<file path="config.mk">
export PLATFORM = sky130hd
export DESIGN_NAME = wavosc_stepmod
export DESIGN_NICKNAME = d
export VERILOG_FILES = /design/src/design/wavosc_pkg.sv /design/src/design/wavosc_stepmod.sv
export SDC_FILE = /design/constraint.sdc
export NUM_CORES = 1
export LEC_CHECK = 0
export ABC_AREA = 1
export BUFFER_PORTS_ARGS = -buffer_cell sky130_fd_sc_hd__buf_2
export CAP_MARGIN = 25
export CORE_ASPECT_RATIO = 2
export CORE_MARGIN = 2
export CORE_UTILIZATION = 55
export DETAILED_ROUTE_END_ITERATION = 7
export HOLD_SLACK_MARGIN = 0.06
export PLACE_DENSITY = 0.8
export SLEW_MARGIN = 25
export SYNTH_ARGS = -nofsm -noshare
export SYNTH_HDL_FRONTEND = slang
export SYNTH_SLANG_ARGS = --single-unit
</file>
<file path="constraint.sdc">
create_clock -name aclk -period 2.29 [get_ports aclk]
set_input_delay 0.1145 -clock aclk [delete_from_list [all_inputs] [get_ports aclk]]
set_output_delay 0.1145 -clock aclk [all_outputs]
set_load 0.05 [all_outputs]
</file>
<file path="src/design/wavosc_pkg.sv">
// Shared constants and types for the wavetable oscillator.
`timescale 1ns / 1ps

package wavosc_pkg;

    // Fixed field widths of the stream and configuration ports
    localparam int OP_W        = 1;
    localparam int IDX_FIELD_W = 10;
    localparam int LEN_W       = 11;
    localparam int STEP_W      = 26;
    localparam int CFG_ADDR_W  = 2;
    localparam int CFG_DATA_W  = 26;

    // Item kinds carried in tuser
    localparam logic [OP_W-1:0] OP_LOAD = 1'b0;
    localparam logic [OP_W-1:0] OP_TICK = 1'b1;

    // Shortest table that produces sound
    localparam int MIN_ACTIVE_LEN = 2;

    // Configuration register indexes
    typedef enum logic [CFG_ADDR_W-1:0] {
        REG_ENABLE = 2'd0,
        REG_LENGTH = 2'd1,
        REG_STEP   = 2'd2
    } cfg_reg_t;

endpackage

</file>
<file path="src/design/wavosc_stepmod.sv">
// Bit-serial remainder unit: reduces the phase step modulo the table span.
`timescale 1ns / 1ps

module wavosc_stepmod #(
    parameter int PHASE_BITS = 27
) (
    input  logic                              aclk,
    input  logic                              aresetn,
    input  logic                              start,
    input  logic [wavosc_pkg::STEP_W-1:0]     step,
    input  logic [PHASE_BITS-1:0]             span,
    output logic                              busy,
    output logic [PHASE_BITS-1:0]             rem
);

    import wavosc_pkg::*;

    localparam int CNT_W = $clog2(STEP_W + 1);

    logic                busy_reg;
    logic [CNT_W-1:0]    cnt_reg;
    logic [STEP_W-1:0]   shift_reg;
    logic [PHASE_BITS-1:0] rem_reg;
    logic [PHASE_BITS:0] trial;
    logic [PHASE_BITS:0] span_ext;
    logic [PHASE_BITS-1:0] rem_next;

    // Shift in one dividend bit, subtract the span when it fits
    always_comb begin
        trial    = {rem_reg, shift_reg[STEP_W-1]};
        span_ext = {1'b0, span};
        if (trial >= span_ext) begin
            rem_next = PHASE_BITS'(trial - span_ext);
        end else begin
            rem_next = trial[PHASE_BITS-1:0];
        end
    end

    always_ff @(posedge aclk) begin
        if (!aresetn) begin
            busy_reg <= 1'b0;
            cnt_reg  <= '0;
            rem_reg  <= '0;
        end else if (start) begin
            busy_reg <= 1'b1;
            cnt_reg  <= CNT_W'(STEP_W);
            rem_reg  <= '0;
        end else if (busy_reg) begin
            rem_reg  <= rem_next;
            cnt_reg  <= cnt_reg - CNT_W'(1);
            busy_reg <= (cnt_reg != CNT_W'(1));
        end
    end

    always_ff @(posedge aclk) begin
        if (start) begin
            shift_reg <= step;
        end else if (busy_reg) begin
            shift_reg <= {shift_reg[STEP_W-2:0], 1'b0};
        end
    end

    assign busy = busy_reg;
    assign rem  = rem_reg;

endmodule

</file>
# Yosys cells after proc, flatten, opt, wreduce, memory -nomap -nowiden
# Index checks and enable logic that the tools add are counted.
# word_totals
regBits,59
elab_cells,19
output_inout_bits,28
in_bits,56
# classes
eq_ne,1
mux,7
bitwise,1
n_lt_le_gt_ge,1
add_sub_neg,2
n_reduce_logical,2
# op_table
operator,n
$mux W26,2
$ge A28 B27 Y1,1
$mux W27,1
$sub A27 B27 Y27,1
$mux W5,2
$ne A5 B1 Y1 const B,1
$sub A5 B1 Y5 const B,1
$mux W1,2
$reduce_bool A2 Y1,1
$reduce_or A2 Y1,1
$not A1 Y1,1

# Depth between registers and ports, before layout
# logic_depth
depth_word,3
mapped_depth,15
ltp_nobuf,15

# Least setup slack after synthesis
# OpenSTA, ideal clock, no wires.
# synth_timing
kind,reg-to-reg
startpoint,register rem_reg[0] (netlist: rem[0])
endpoint,register rem_reg[13] (netlist: rem[13])
path_slack_ns,-0.129
synth_period_minus_slack_ns,2.419
setup_time_ns,0.132
n_path_buf,1
t_required_ns,2.158
path_stages_with_launch,14
arrival_time_ns,2.286
cell_sequence,dfxtp_1 > inv_1 > fa_1 > inv_1 > nand3_1 > nand3_1 > nand2_1 > nand3_1 > nand2_2 > nand3_4 > buf_4 > nand3_1 > nand3_1 > a21oi_1
# synth_between
elab_chain_cells,2
elab_cells_between_ends,3
cone_classes,1 x add/sub; 1 x order compare; 1 x mux
# synth_lines
item,line_no,text
from (decl),wavosc_stepmod.sv:23,logic [PHASE_BITS-1:0] rem_reg;
from (signal assigned),wavosc_stepmod.sv:49,rem_reg <= rem_next;
$sub A27 B27 Y27 / $ge A28 B27 Y1 (equally long branches),"wavosc_stepmod.sv:33, wavosc_stepmod.sv:32",
$mux W27 (*),wavosc_stepmod.sv:32,if (trial >= span_ext) begin
# Mark *: on every way between the ends. The rest lies on a longest branch, timed or not.
# A chain may end at the register's enable or synchronous reset.

# Worst setup path in the final report
# layout_timing
startpoint,register rem_reg[7] (netlist: rem[7])
endpoint,register rem_reg[18] (netlist: rem[18])
# The elaborated chain is that of the path after synthesis.

==> summary.md <==
| Metric | Value |
|---|---|
| Run status | `complete, no violations` |
| DR DRC count | `0` |
| Count of buffer and inverter cells on the critical path | `0` |
| Distinct cells, synth | `31` |
| Clock tree from TritonCTS | `yes` |
| CTS root buffer | `clkbuf_16` |
| Worst path arrival time | `2490 ps` |
| Finished Cell Area | `6090 um2` |
| Die outline area | `9780 um2` |
| Dominant delay contributor by cell family on the critical path | `simple AND/OR/NAND/NOR gates` |
| Slowest library cell on the worst path | `nor2_1` |
| Vias per Instance | `5.25` |
| Buffers inserted by post-CTS timing repair | `0` |
| Instance area after placement | `5520 um2` |
| Power per Cell Area | `479 nW/um2` |
| Mean post-synth cell area | `6.06 um2` |
| H-tree levels | `3` |
| Routability congestion estimate from global placement | `0.971` |
| Fin crit period | `2220 ps` |
| Most used DFF post-synth | `dfxtp_1` |
| Proportion of layout cells with a drive suffix above 1 | `0.167` |
| Total count of max-transition violations in the final report | `0` |
| Async SR Flop Fraction | `0` |
| Relative slew slack | `0.696` |
| Post-Syn Nets | `899` |
| Setup repair after global routing missed its margin | `true` |
| Number of flip-flops and latches in the synthesized netlist | `59` |
| Number of inserted filler cells in the final layout | `733` |
| Global-route wire length before repair | `23000 um` |
| Gr usage total | `0.302` |
| CTS Sinks | `59` |
| Largest net degree at the start of global routing | `32` |
| Leak Pwr | `3.42 nW` |
| Total stage count of the critical path | `11` |
| Synthesized cell area | `4930 um2` |
| 1st-pass router iterations | `6` |
| Clock latency of the later-clocked register in the worst-skew pair | `340 ps` |
| HPWL after DPL | `10500 um` |
| # placed instances | `991` |
| Cell-by-cell trace of the critical path | `ha_1 > nand2_1 > nor2_1 > nand3_1 > nand3_1 > nand2_1 > nand2_1 > nand2_1 > nand3_1 > nand3_1 > a21oi_1` |
| Area of the placeable core | `8650 um2` |
| Clock-pin slew of the registers on the worst-case setup and hold paths | `60 ps` |
| I/O Pins | `84` |
| Number of global-route vias before repair | `5311` |
| Number of cells traversed by the worst hold path | `3` |
| Critical path type | `reg2reg` |
| X dimension of the die | `70.9 um` |
| Required time at the worst-slack endpoint | `2560 ps` |
| Hold violation total from the final report | `0` |
| Post-layout nets | `1007` |
| CTS buffer count | `9` |
| Maximum ir drop on the vdd rail | `595 uV` |
| Maximum count of clock buffers along a single path | `2` |
| Via count | `5388` |
| Sequential fraction of the synthesis area | `0.293` |
| Number of cell instances on the worst register-to-register path | `11` |
| Starting Density | `0.570` |
| Highest achievable clock rate | `450 MHz` |
| Number of enable flip-flop cells after synthesis | `26` |
| Worst min-delay path class | `in2reg` |
| GRT Residual Overflow | `0` |
| Instance count of the mapped netlist | `813` |
| Max-cap check violation count | `0` |
| Clock skew | `8.91 ps` |
| Startpoint types | `flop` |
| Diode insertion count for antenna repair | `0` |
| Post-Route WL | `14800 um` |
| Yosys synthesis warning count | `0` |
| Largest stage delay, worst path | `390 ps` |
| Tightest Pin Transition | `456 ps` |
| Relative area change from synthesis to final layout | `23.5%` |
| Average wire length per cell after detail routing | `14.5 um` |
| Layout Cells excl Fill | `1026` |
| Antenna viol nets, final | `0` |
| Largest fanout on the critical path | `4` |
| Iteration-0 DRC Markers | `293` |
| Final core area utilization | `0.704` |
| Category of the worst setup path capture point | `flop` |
| Share of the clock period used by the worst path | `0.969` |
| Initial antenna violation count | `0` |
| Chip height | `138 um` |
| Cell row count | `48` |
| # setup viols final | `0` |
| Input/output buffers | `83` |
| Flip-flop count of the largest register, all copies and words added | `27` |
-- stage by stage --
stage	power, mW	setup WS, ps	hold slack [ps]	setup TNS, ps
floorplan	1.44	6.33	224	0
global placement	1.56	130	371	0
detailed placement	1.57	44.3	379	0
CTS	2.90	24.0	60.9	0
global route	3.02	-70.4	67.3	-163
finish	2.92	70.2	60.7	0
-- cell usage after synthesis (2+ instances only) --
cell type | instances | area share
a21oi_1 | 38 | 0.039
nor2_2 | 4 | 0.0051
o21ai_0 | 2 | 0.0020
buf_2 | 5 | 0.0051
nand2_2 | 2 | 0.0025
inv_2 | 2 | 0.0015
clkbuf_1 | 13 | 0.0099
nand3_1 | 66 | 0.067
edfxtp_1 | 26 | 0.16
nand2_1 | 323 | 0.25
nand4_1 | 35 | 0.044
ha_1 | 29 | 0.074
buf_1 | 3 | 0.0023
dfxtp_1 | 33 | 0.13
xnor2_1 | 10 | 0.018
a31oi_1 | 3 | 0.0038
nor2_1 | 34 | 0.026
buf_4 | 2 | 0.0030
inv_1 | 171 | 0.13
-- cell type report --
cell class / instances / area (um2) / share of cell area
clock buffer: 11 / 253 / 0.0415
clock inverter: 5 / 37.5 / 0.00617
inverter: 173 / 649 / 0.107
multi-input combinational: 559 / 2810 / 0.461
sequential: 59 / 1460 / 0.239
tap: 100 / 125 / 0.0206
timing repair buffer: 119 / 759 / 0.125
-- per-layer routing --
| layer | up-vias | track usage | wire [um] |
|---|---|---|---|
| met5 | - | 0 | 0 |
| met4 | 0 | 0.215 | 830 |
| met3 | 58 | 0.0501 | 742 |
| met2 | 228 | 0.574 | 8130 |
| met1 | 2373 | 0.283 | 5130 |
| li1 | 2729 | - | - |
-- repair_timing --
item	4_1_cts	5_1_grt
endpoints found under the setup margin	0	27
resized for setup	0	23
endpoints found under the hold margin	18	1
hold buffers	17	1
-- layout by cell type, fill, tap and decap left out, types with 3 or more instances in the layout --
master         instances
a21oi_1               37
a31oi_1                3
buf_2                 83
buf_4                 15
clkbuf_16              9
dfxtp_1               22
dfxtp_2               11
dlygate4sd3_1         18
edfxtp_1              26
ha_1                  27
inv_1                171
nand2_1              319
nand2_2                5
nand3_1               62
nand3_2                4
nand4_1               35
nor2_1                33
nor2_2                 4
xnor2_1               10
-- final timing paths --
check,start,end,slack (ps)
max,rem[7],rem[18],70
min,step[2],shift_reg[2],60
max reg2reg,rem[7],rem[18],70
min reg2reg,rem[14],rem[14],490
-- worst reg2reg max path, stage by stage, from the launching register on --
cell	delay, ps
dfxtp_1	330
ha_1	370
nand2_1	150
nor2_1	390
nand3_1	150
nand3_1	210
nand2_1	140
nand2_1	80
nand2_1	40
nand3_1	70
nand3_1	80
a21oi_1	140
-- cell families after synthesis --
family                   after synthesis  share of synthesized area
AO/OA/AOI/OAI                         46                     0.0508
XOR/XNOR                              11                     0.0196
adder cells (fa/ha/maj)               30                     0.0777
buffers and inverters                196                      0.152
flip-flops                            59                      0.293
AND/OR/NAND/NOR                      471                      0.407
-- power by group --
part | internal (mW) | leakage [nW] | switching, mW
Sequential | 1.17 | 0.541 | 0.0189
Clock | 0.793 | 0.138 | 0.540
Combinational | 0.153 | 2.74 | 0.242
Total | 2.12 | 3.42 | 0.801
No activity file was read; power rests on OpenSTA's default activity.
