$ cat src/design/wavosc_pkg.sv
// Shared constants and types for the wavetable oscillator.
`timescale 1ns / 1ps

package wavosc_pkg;

    // Fixed field widths of the stream and configuration ports
    localparam int OP_W        = 1;
    localparam int IDX_FIELD_W = 10;
    localparam int LEN_W       = 11;
    localparam int STEP_W      = 26;
    localparam int CFG_ADDR_W  = 2;
    localparam int CFG_DATA_W  = 26;

    // Item kinds carried in tuser
    localparam logic [OP_W-1:0] OP_LOAD = 1'b0;
    localparam logic [OP_W-1:0] OP_TICK = 1'b1;

    // Shortest table that produces sound
    localparam int MIN_ACTIVE_LEN = 2;

    // Configuration register indexes
    typedef enum logic [CFG_ADDR_W-1:0] {
        REG_ENABLE = 2'd0,
        REG_LENGTH = 2'd1,
        REG_STEP   = 2'd2
    } cfg_reg_t;

endpackage

$ cat src/design/wavosc_interp.sv
// Interpolation pipeline: difference, multiply by fraction, add, output register.
`timescale 1ns / 1ps

module wavosc_interp #(
    parameter int FRAC_BITS   = 16,
    parameter int SAMPLE_BITS = 16
) (
    input  logic                          aclk,
    input  logic                          aresetn,
    input  logic                          tick_valid,
    input  logic                          tick_silent,
    input  logic [FRAC_BITS-1:0]          tick_frac,
    input  logic signed [SAMPLE_BITS-1:0] rd_s0,
    input  logic signed [SAMPLE_BITS-1:0] rd_s1,
    output logic                          in_ready,
    output logic                          out_valid,
    input  logic                          out_ready,
    output logic signed [SAMPLE_BITS-1:0] out_sample
);

    import wavosc_pkg::*;

    localparam int DIFF_W = SAMPLE_BITS + 1;
    localparam int PROD_W = SAMPLE_BITS + FRAC_BITS + 2;

    // Stage 1: table read in flight
    logic                          v1_reg;
    logic                          silent1_reg;
    logic [FRAC_BITS-1:0]          frac1_reg;
    // Stage 2: difference
    logic                          v2_reg;
    logic                          silent2_reg;
    logic signed [SAMPLE_BITS-1:0] s0_2_reg;
    logic signed [DIFF_W-1:0]      diff2_reg;
    logic [FRAC_BITS-1:0]          frac2_reg;
    // Stage 3: product
    logic                          v3_reg;
    logic                          silent3_reg;
    logic signed [SAMPLE_BITS-1:0] s0_3_reg;
    logic signed [PROD_W-1:0]      prod3_reg;
    // Output register
    logic                          out_valid_reg;
    logic signed [SAMPLE_BITS-1:0] out_sample_reg;

    logic adv_out, en3, en2, en1;
    logic signed [DIFF_W-1:0]      diff_next;
    logic signed [PROD_W-1:0]      prod_next;
    logic signed [PROD_W-1:0]      shifted;
    logic signed [PROD_W-1:0]      sum_full;
    logic signed [SAMPLE_BITS-1:0] out_next;

    // A stage loads when it is empty or its content moves on
    assign adv_out  = !out_valid_reg || out_ready;
    assign en3      = !v3_reg || adv_out;
    assign en2      = !v2_reg || en3;
    assign en1      = !v1_reg || en2;
    assign in_ready = en1;

    always_comb begin
        diff_next = DIFF_W'(rd_s1) - DIFF_W'(rd_s0);
        prod_next = PROD_W'(diff2_reg) * PROD_W'($signed({1'b0, frac2_reg}));
        shifted   = prod3_reg >>> FRAC_BITS;
        sum_full  = PROD_W'(s0_3_reg) + shifted;
        out_next  = silent3_reg ? '0 : SAMPLE_BITS'(sum_full);
    end

    always_ff @(posedge aclk) begin
        if (!aresetn) begin
            v1_reg        <= 1'b0;
            v2_reg        <= 1'b0;
            v3_reg        <= 1'b0;
            out_valid_reg <= 1'b0;
        end else begin
            if (en1) begin
                v1_reg <= tick_valid;
            end
            if (en2) begin
                v2_reg <= v1_reg;
            end
            if (en3) begin
                v3_reg <= v2_reg;
            end
            if (adv_out) begin
                out_valid_reg <= v3_reg;
            end
        end
    end

    always_ff @(posedge aclk) begin
        if (en1) begin
            silent1_reg <= tick_silent;
            frac1_reg   <= tick_frac;
        end
        if (en2) begin
            silent2_reg <= silent1_reg;
            s0_2_reg    <= rd_s0;
            diff2_reg   <= diff_next;
            frac2_reg   <= frac1_reg;
        end
        if (en3) begin
            silent3_reg <= silent2_reg;
            s0_3_reg    <= s0_2_reg;
            prod3_reg   <= prod_next;
        end
        if (adv_out) begin
            out_sample_reg <= out_next;
        end
    end

    assign out_valid  = out_valid_reg;
    assign out_sample = out_sample_reg;

endmodule
$ cat config.mk
export PLATFORM = sky130hd
export DESIGN_NAME = wavosc_interp
export DESIGN_NICKNAME = d
export VERILOG_FILES = /design/src/design/wavosc_pkg.sv /design/src/design/wavosc_interp.sv
export SDC_FILE = /design/constraint.sdc
export NUM_CORES = 1
export LEC_CHECK = 0
export ABC_AREA = 0
export ABC_CLOCK_PERIOD_IN_PS = 6400
export BUFFER_PORTS_ARGS = -buffer_cell sky130_fd_sc_hd__buf_2
export CAP_MARGIN = 20
export CORE_ASPECT_RATIO = 2
export CORE_MARGIN = 5
export CORE_UTILIZATION = 35
export DETAILED_ROUTE_END_ITERATION = 10
export GPL_TIMING_DRIVEN = 0
export MAX_ROUTING_LAYER = met4
export PLACE_DENSITY = 0.59
export SETUP_SLACK_MARGIN = 0.05
export SYNTH_ARGS = -nofsm -noshare
export SYNTH_HDL_FRONTEND = slang
export SYNTH_SLANG_ARGS = --single-unit
$ cat constraint.sdc
create_clock -name aclk -period 6.4 [get_ports aclk]
set_input_delay 1.28 -clock aclk [delete_from_list [all_inputs] [get_ports aclk]]
set_output_delay 1.28 -clock aclk [all_outputs]
set_load 0.05 [all_outputs]
# After elaboration in Yosys (flattened, before gate mapping)
# Cells that the tools add are included.
dict set report word_totals {
  out_inout_bits 18
  word_cells 25
  latchBits 0
  mem_bits_rw 0
  mem_count 0
  ff_bits 136
  romBits 0
  input_bits 53
}
dict set report classes {
  n_mul 1
  magnitude_cmp 0
  bitwise_logic 0
  n_reduce_logical 8
  n_shift 0
  addsub 2
  n_eq_ne 0
  n_div 0
  mux 0
}
# cell n
set op_table {}
lappend op_table {{17-bit by 17-bit multiplier with 32-bit output} 1}
lappend op_table {{16-bit by 16-bit subtractor with 17-bit output} 1}
lappend op_table {{16-bit adder} 1}
lappend op_table {{1-bit logical NOT} 4}
lappend op_table {{1-bit logical OR} 4}

# Depth between registers and ports, before layout
dict set report depth {
  depth_word 5
  depth_mapped 24
  depth_no_buf 22
}

# Worst setup path after synthesis
# OpenSTA, ideal clock, no wires.
dict set report synth_path {
  path_type {register to register}
  start {reg frac2_reg[9]}
  end {reg prod3_reg[26] (data pin)}
  arrival_time_ps 5683
  path_slack_ps 459
  setup_ps 258
  path_stages_with_launch 23
  path_buffers 2
  synth_period_minus_slack_ps 5941
  required_time_ps 6142
  cell_sequence {edfxtp_1 -> clkbuf_1 -> clkbuf_1 -> nand2_1 -> fa_1 -> inv_1 -> fa_1 -> inv_1 -> fa_1 -> inv_1 -> fa_1 -> fa_1 -> fa_1 -> ha_1 -> a21oi_1 -> o21ai_1 -> or2_1 -> a21oi_1 -> o31ai_2 -> a221o_1 -> a21o_1 -> a21oi_2 -> xnor2_1}
}
dict set report synth_between {
  elab_chain_cells 1
}
# element line_no
set synth_rtl {}
lappend synth_rtl {{from (decl)} wavosc_interp.sv:35} ;# logic [FRAC_BITS-1:0] frac2_reg;
lappend synth_rtl {{from (signal assigned)} wavosc_interp.sv:98} ;# frac2_reg <= frac1_reg;
lappend synth_rtl {{17-bit by 17-bit multiplier with 32-bit output} wavosc_interp.sv:61} ;# prod_next = PROD_W'(diff2_reg) * PROD_W'($signed({1'b0, frac2_reg}));
lappend synth_rtl {{named net prod_next[26]} wavosc_interp.sv:47} ;# logic signed [PROD_W-1:0] prod_next;
lappend synth_rtl {{to (signal assigned)} wavosc_interp.sv:103} ;# prod3_reg <= prod_next;
lappend synth_rtl {{to (decl)} wavosc_interp.sv:40} ;# logic signed [PROD_W-1:0] prod3_reg;
# The timed path passes the listed nets, and every way through them passes these cells.
# A chain may end at the register's enable or synchronous reset.

# Worst setup path in the final report
dict set report layout_path {
  start {reg frac2_reg[7]}
  end {reg prod3_reg[26] (data pin)}
}
# Same word-level chain as after synthesis.

==> flow_metrics.env <==
export IMPL_antenna_left=0
export IMPL_arrival_ns=6.43
export IMPL_finalCritPeriodShare=0.9805
export IMPL_die_area_um2=46380
export IMPL_numClockSinks=120
export IMPL_wl_met1_um=12410
export IMPL_drt_first_pass_iters=5
export IMPL_rsz0062_at_grt="yes"
export IMPL_cpMaxStageDelayCell="fa_1"
export IMPL_synth_fa_ha_area_frac=0.4588
export IMPL_die_height_um=299.6
export IMPL_synthTopCellsByCount="inv_1 (352), fa_1 (267), nand2_1 (161)"
export IMPL_largest_register_ffs=17
export IMPL_synth_top_area_cell="fa_1"
export IMPL_area_delta_synth_final_pct=18.08
export IMPL_syn_inst=1404
export IMPL_maxSlewHeadroom=0.3516
export IMPL_route_met2_wl_um=24220
export IMPL_nFillCells=4078
export IMPL_cts_buffers=17
export IMPL_viasPerCell=4.839
export IMPL_grt_ovfl_total=0
export IMPL_wl_met3_um=1756
export IMPL_synthMostInstantiatedCell="inv_1"
export IMPL_synth_xor_area_share=0.03223
export IMPL_fmax_mhz=159.4
export IMPL_crit_top_cell="fa_1"
export IMPL_dp_hpwl_um=33130
export IMPL_drive_gt1_frac=0.1638
export IMPL_synth_seq_cells=120
export IMPL_wl_um=43070
export IMPL_synth_area_um2=14680
export IMPL_final_cells=2121
export IMPL_ys_seq_area_frac=0.2428
export IMPL_cts_buffer_depth=2
export IMPL_synth_fp_nets=1835
export IMPL_cts_tree="done"
export IMPL_clkTransAtPathRegs_ns=0.06
export IMPL_setup_viol=0
export IMPL_yosys_top_cells_area="fa_1 (36%), edfxtp_1 (24%), ha_1 (9.5%), inv_1 (9.0%), and2_1 (5.2%)"
export IMPL_hold_violations=0
export IMPL_outcome="complete, no violations"
export IMPL_synth_top_family_by_area="adder cells"
export IMPL_avgSynthCellArea_um2=10.45
export IMPL_cap_violations=0
export IMPL_port_buffers=70
export IMPL_cpPeakStageDelay_ns=0.58
export IMPL_min_period_ns=6.275
export IMPL_htree_levels=4
export IMPL_core_area_um2=41640
export IMPL_clock_latency_ns=0.43
export IMPL_seqCellArea_um2=3563
export IMPL_rows=106
export IMPL_nets=1999
export IMPL_vias=10260
export IMPL_synth_compound_area_frac=0.03956
export IMPL_n_antenna_cell=0
export IMPL_synth_enable_flop_cells=116
export IMPL_initial_core_util=0.3524
export IMPL_tns_ns=0
export IMPL_ios=71
export IMPL_dominantRegCellSynth="edfxtp_1"
export IMPL_multi_input_area_um2=9848
export IMPL_grt_pass1_vias=11680
export IMPL_hold_class="reg -> reg"
export IMPL_dr_max_layer_used="met4"
export IMPL_ys_types=46
export IMPL_grt_util_all_layers=0.1959
export IMPL_grt_pass1_wl_um=65590
export IMPL_muxShareOfSynthArea=0
export IMPL_gp_congestion=0.9555
export IMPL_dpl_cell_count=2015
export IMPL_synth_top_area_share=0.3642
export IMPL_synthArstFlopShare=0
export IMPL_cts_root_buf="clkbuf_16"
export IMPL_synthSimpleGateAreaFrac=0.1274
export IMPL_drtIter0Drc=476
export IMPL_drv_slew=0
export IMPL_hold_buffers=0
export IMPL_tightest_slew_ns=0.9703
export IMPL_crit_chain="buf_4 > and2_4 > fa_1 > inv_2 > fa_1 > fa_1 > inv_2 > fa_1 > fa_1 > fa_1 > ha_4 > a21oi_2 > o21ai_1 > or2_1 > a21oi_2 > o31ai_4 > a221o_1 > a21o_1 > a21oi_2 > xnor2_1"
export IMPL_grt_max_degree=34
export IMPL_cp_required_ns=6.56
export IMPL_critical_path_peak_fanout=7
export IMPL_crit_type="reg -> reg"
export IMPL_synth_warnings=0
export IMPL_wl_per_cell_um=20.31
export IMPL_die_x_um=154.8
export IMPL_startpoint_type="register"
export IMPL_worst_setup_path_end_kind="register"
export IMPL_finClkSkew_ns=0.01170
export IMPL_drc=0
export IMPL_antenna_found_initial=0
[critical path, delay by kind of cell (launching register included)]
kind | cells | cell delay [ns]
fa+ha+maj | 7 | 3.30
compound gates | 7 | 1.26
flops | 1 | 0.55
simple gates | 2 | 0.43
buf+inv | 3 | 0.35
xor+xnor | 1 | 0.11
[through the flow]
stage | setup WS [ns] | util | hold slack (ns) | area, µm²
finish | 0.1246 | 0.4161 | 0.4146 | 17330
global route | -0.03498 | 0.4161 | 0.4257 | 17330
CTS | 0.05297 | 0.4055 | 0.4177 | 16890
detailed placement | -0.7596 | 0.3776 | 0.4045 | 15730
global placement | -0.7730 | 0.3771 | 0.4016 | 15700
floorplan | 0.4594 | - | 0.4003 | 14680
[cells by family after synthesis]
| group | count (synthesis) |
|---|---|
| buf+inv | 388 |
| compound gates | 84 |
| xor+xnor | 54 |
| fa+ha+maj | 378 |
| flops | 120 |
| simple gates | 380 |
[area by class of cell]
cell class                 count  area share
multi-input combinational    896      0.5683
sequential                   120      0.2056
inverter                     352     0.07646
timing repair buffer         147     0.05877
tap                          540     0.03899
clock buffer                  18     0.02476
buffer                        34     0.01502
clock inverter                14     0.01213
[layer usage]
metal / vias up / global-route usage
met4: 0 / 0.1480
met2: 311 / 0.3760
met5: - / -
li1: 4588 / -
met1: 5198 / 0.1647
met3: 167 / 0.02730
[final timing paths]
path                     start             to  slack (ns)  cells past startpoint
hold / removal    s0_2_reg[11]   s0_3_reg[11]        0.41                      0
setup reg to reg  frac2_reg[7]  prod3_reg[26]        0.12                     20
setup / recovery  frac2_reg[7]  prod3_reg[26]        0.12                     20
hold reg to reg   s0_2_reg[11]   s0_3_reg[11]        0.41                      0
[what timing repair did]
item | in CTS | in global routing
buffers inserted | 49 | 27
resized for setup | 61 | 74
pin swaps | 8 | 43
setup endpoints to repair | 15 | 10
cloned | 0 | 1
[placed cells by master, fill, tap and decap left out, types with 22 or more instances in the layout]
| cell type | Yosys | final |
|---|---|---|
| inv_1 | 352 | 341 |
| fa_1 | 267 | 259 |
| nand2_1 | 161 | 159 |
| and2_1 | 121 | 116 |
| edfxtp_1 | 116 | 116 |
| ha_1 | 111 | 105 |
| buf_2 | 0 | 71 |
| buf_4 | 0 | 69 |
| xnor2_1 | 42 | 42 |
| nor2_1 | 31 | 31 |
| a21oi_1 | 27 | 22 |
Power is not shown: default switching activity piles up to over one toggle a cycle in this logic, so the estimate is an artifact.
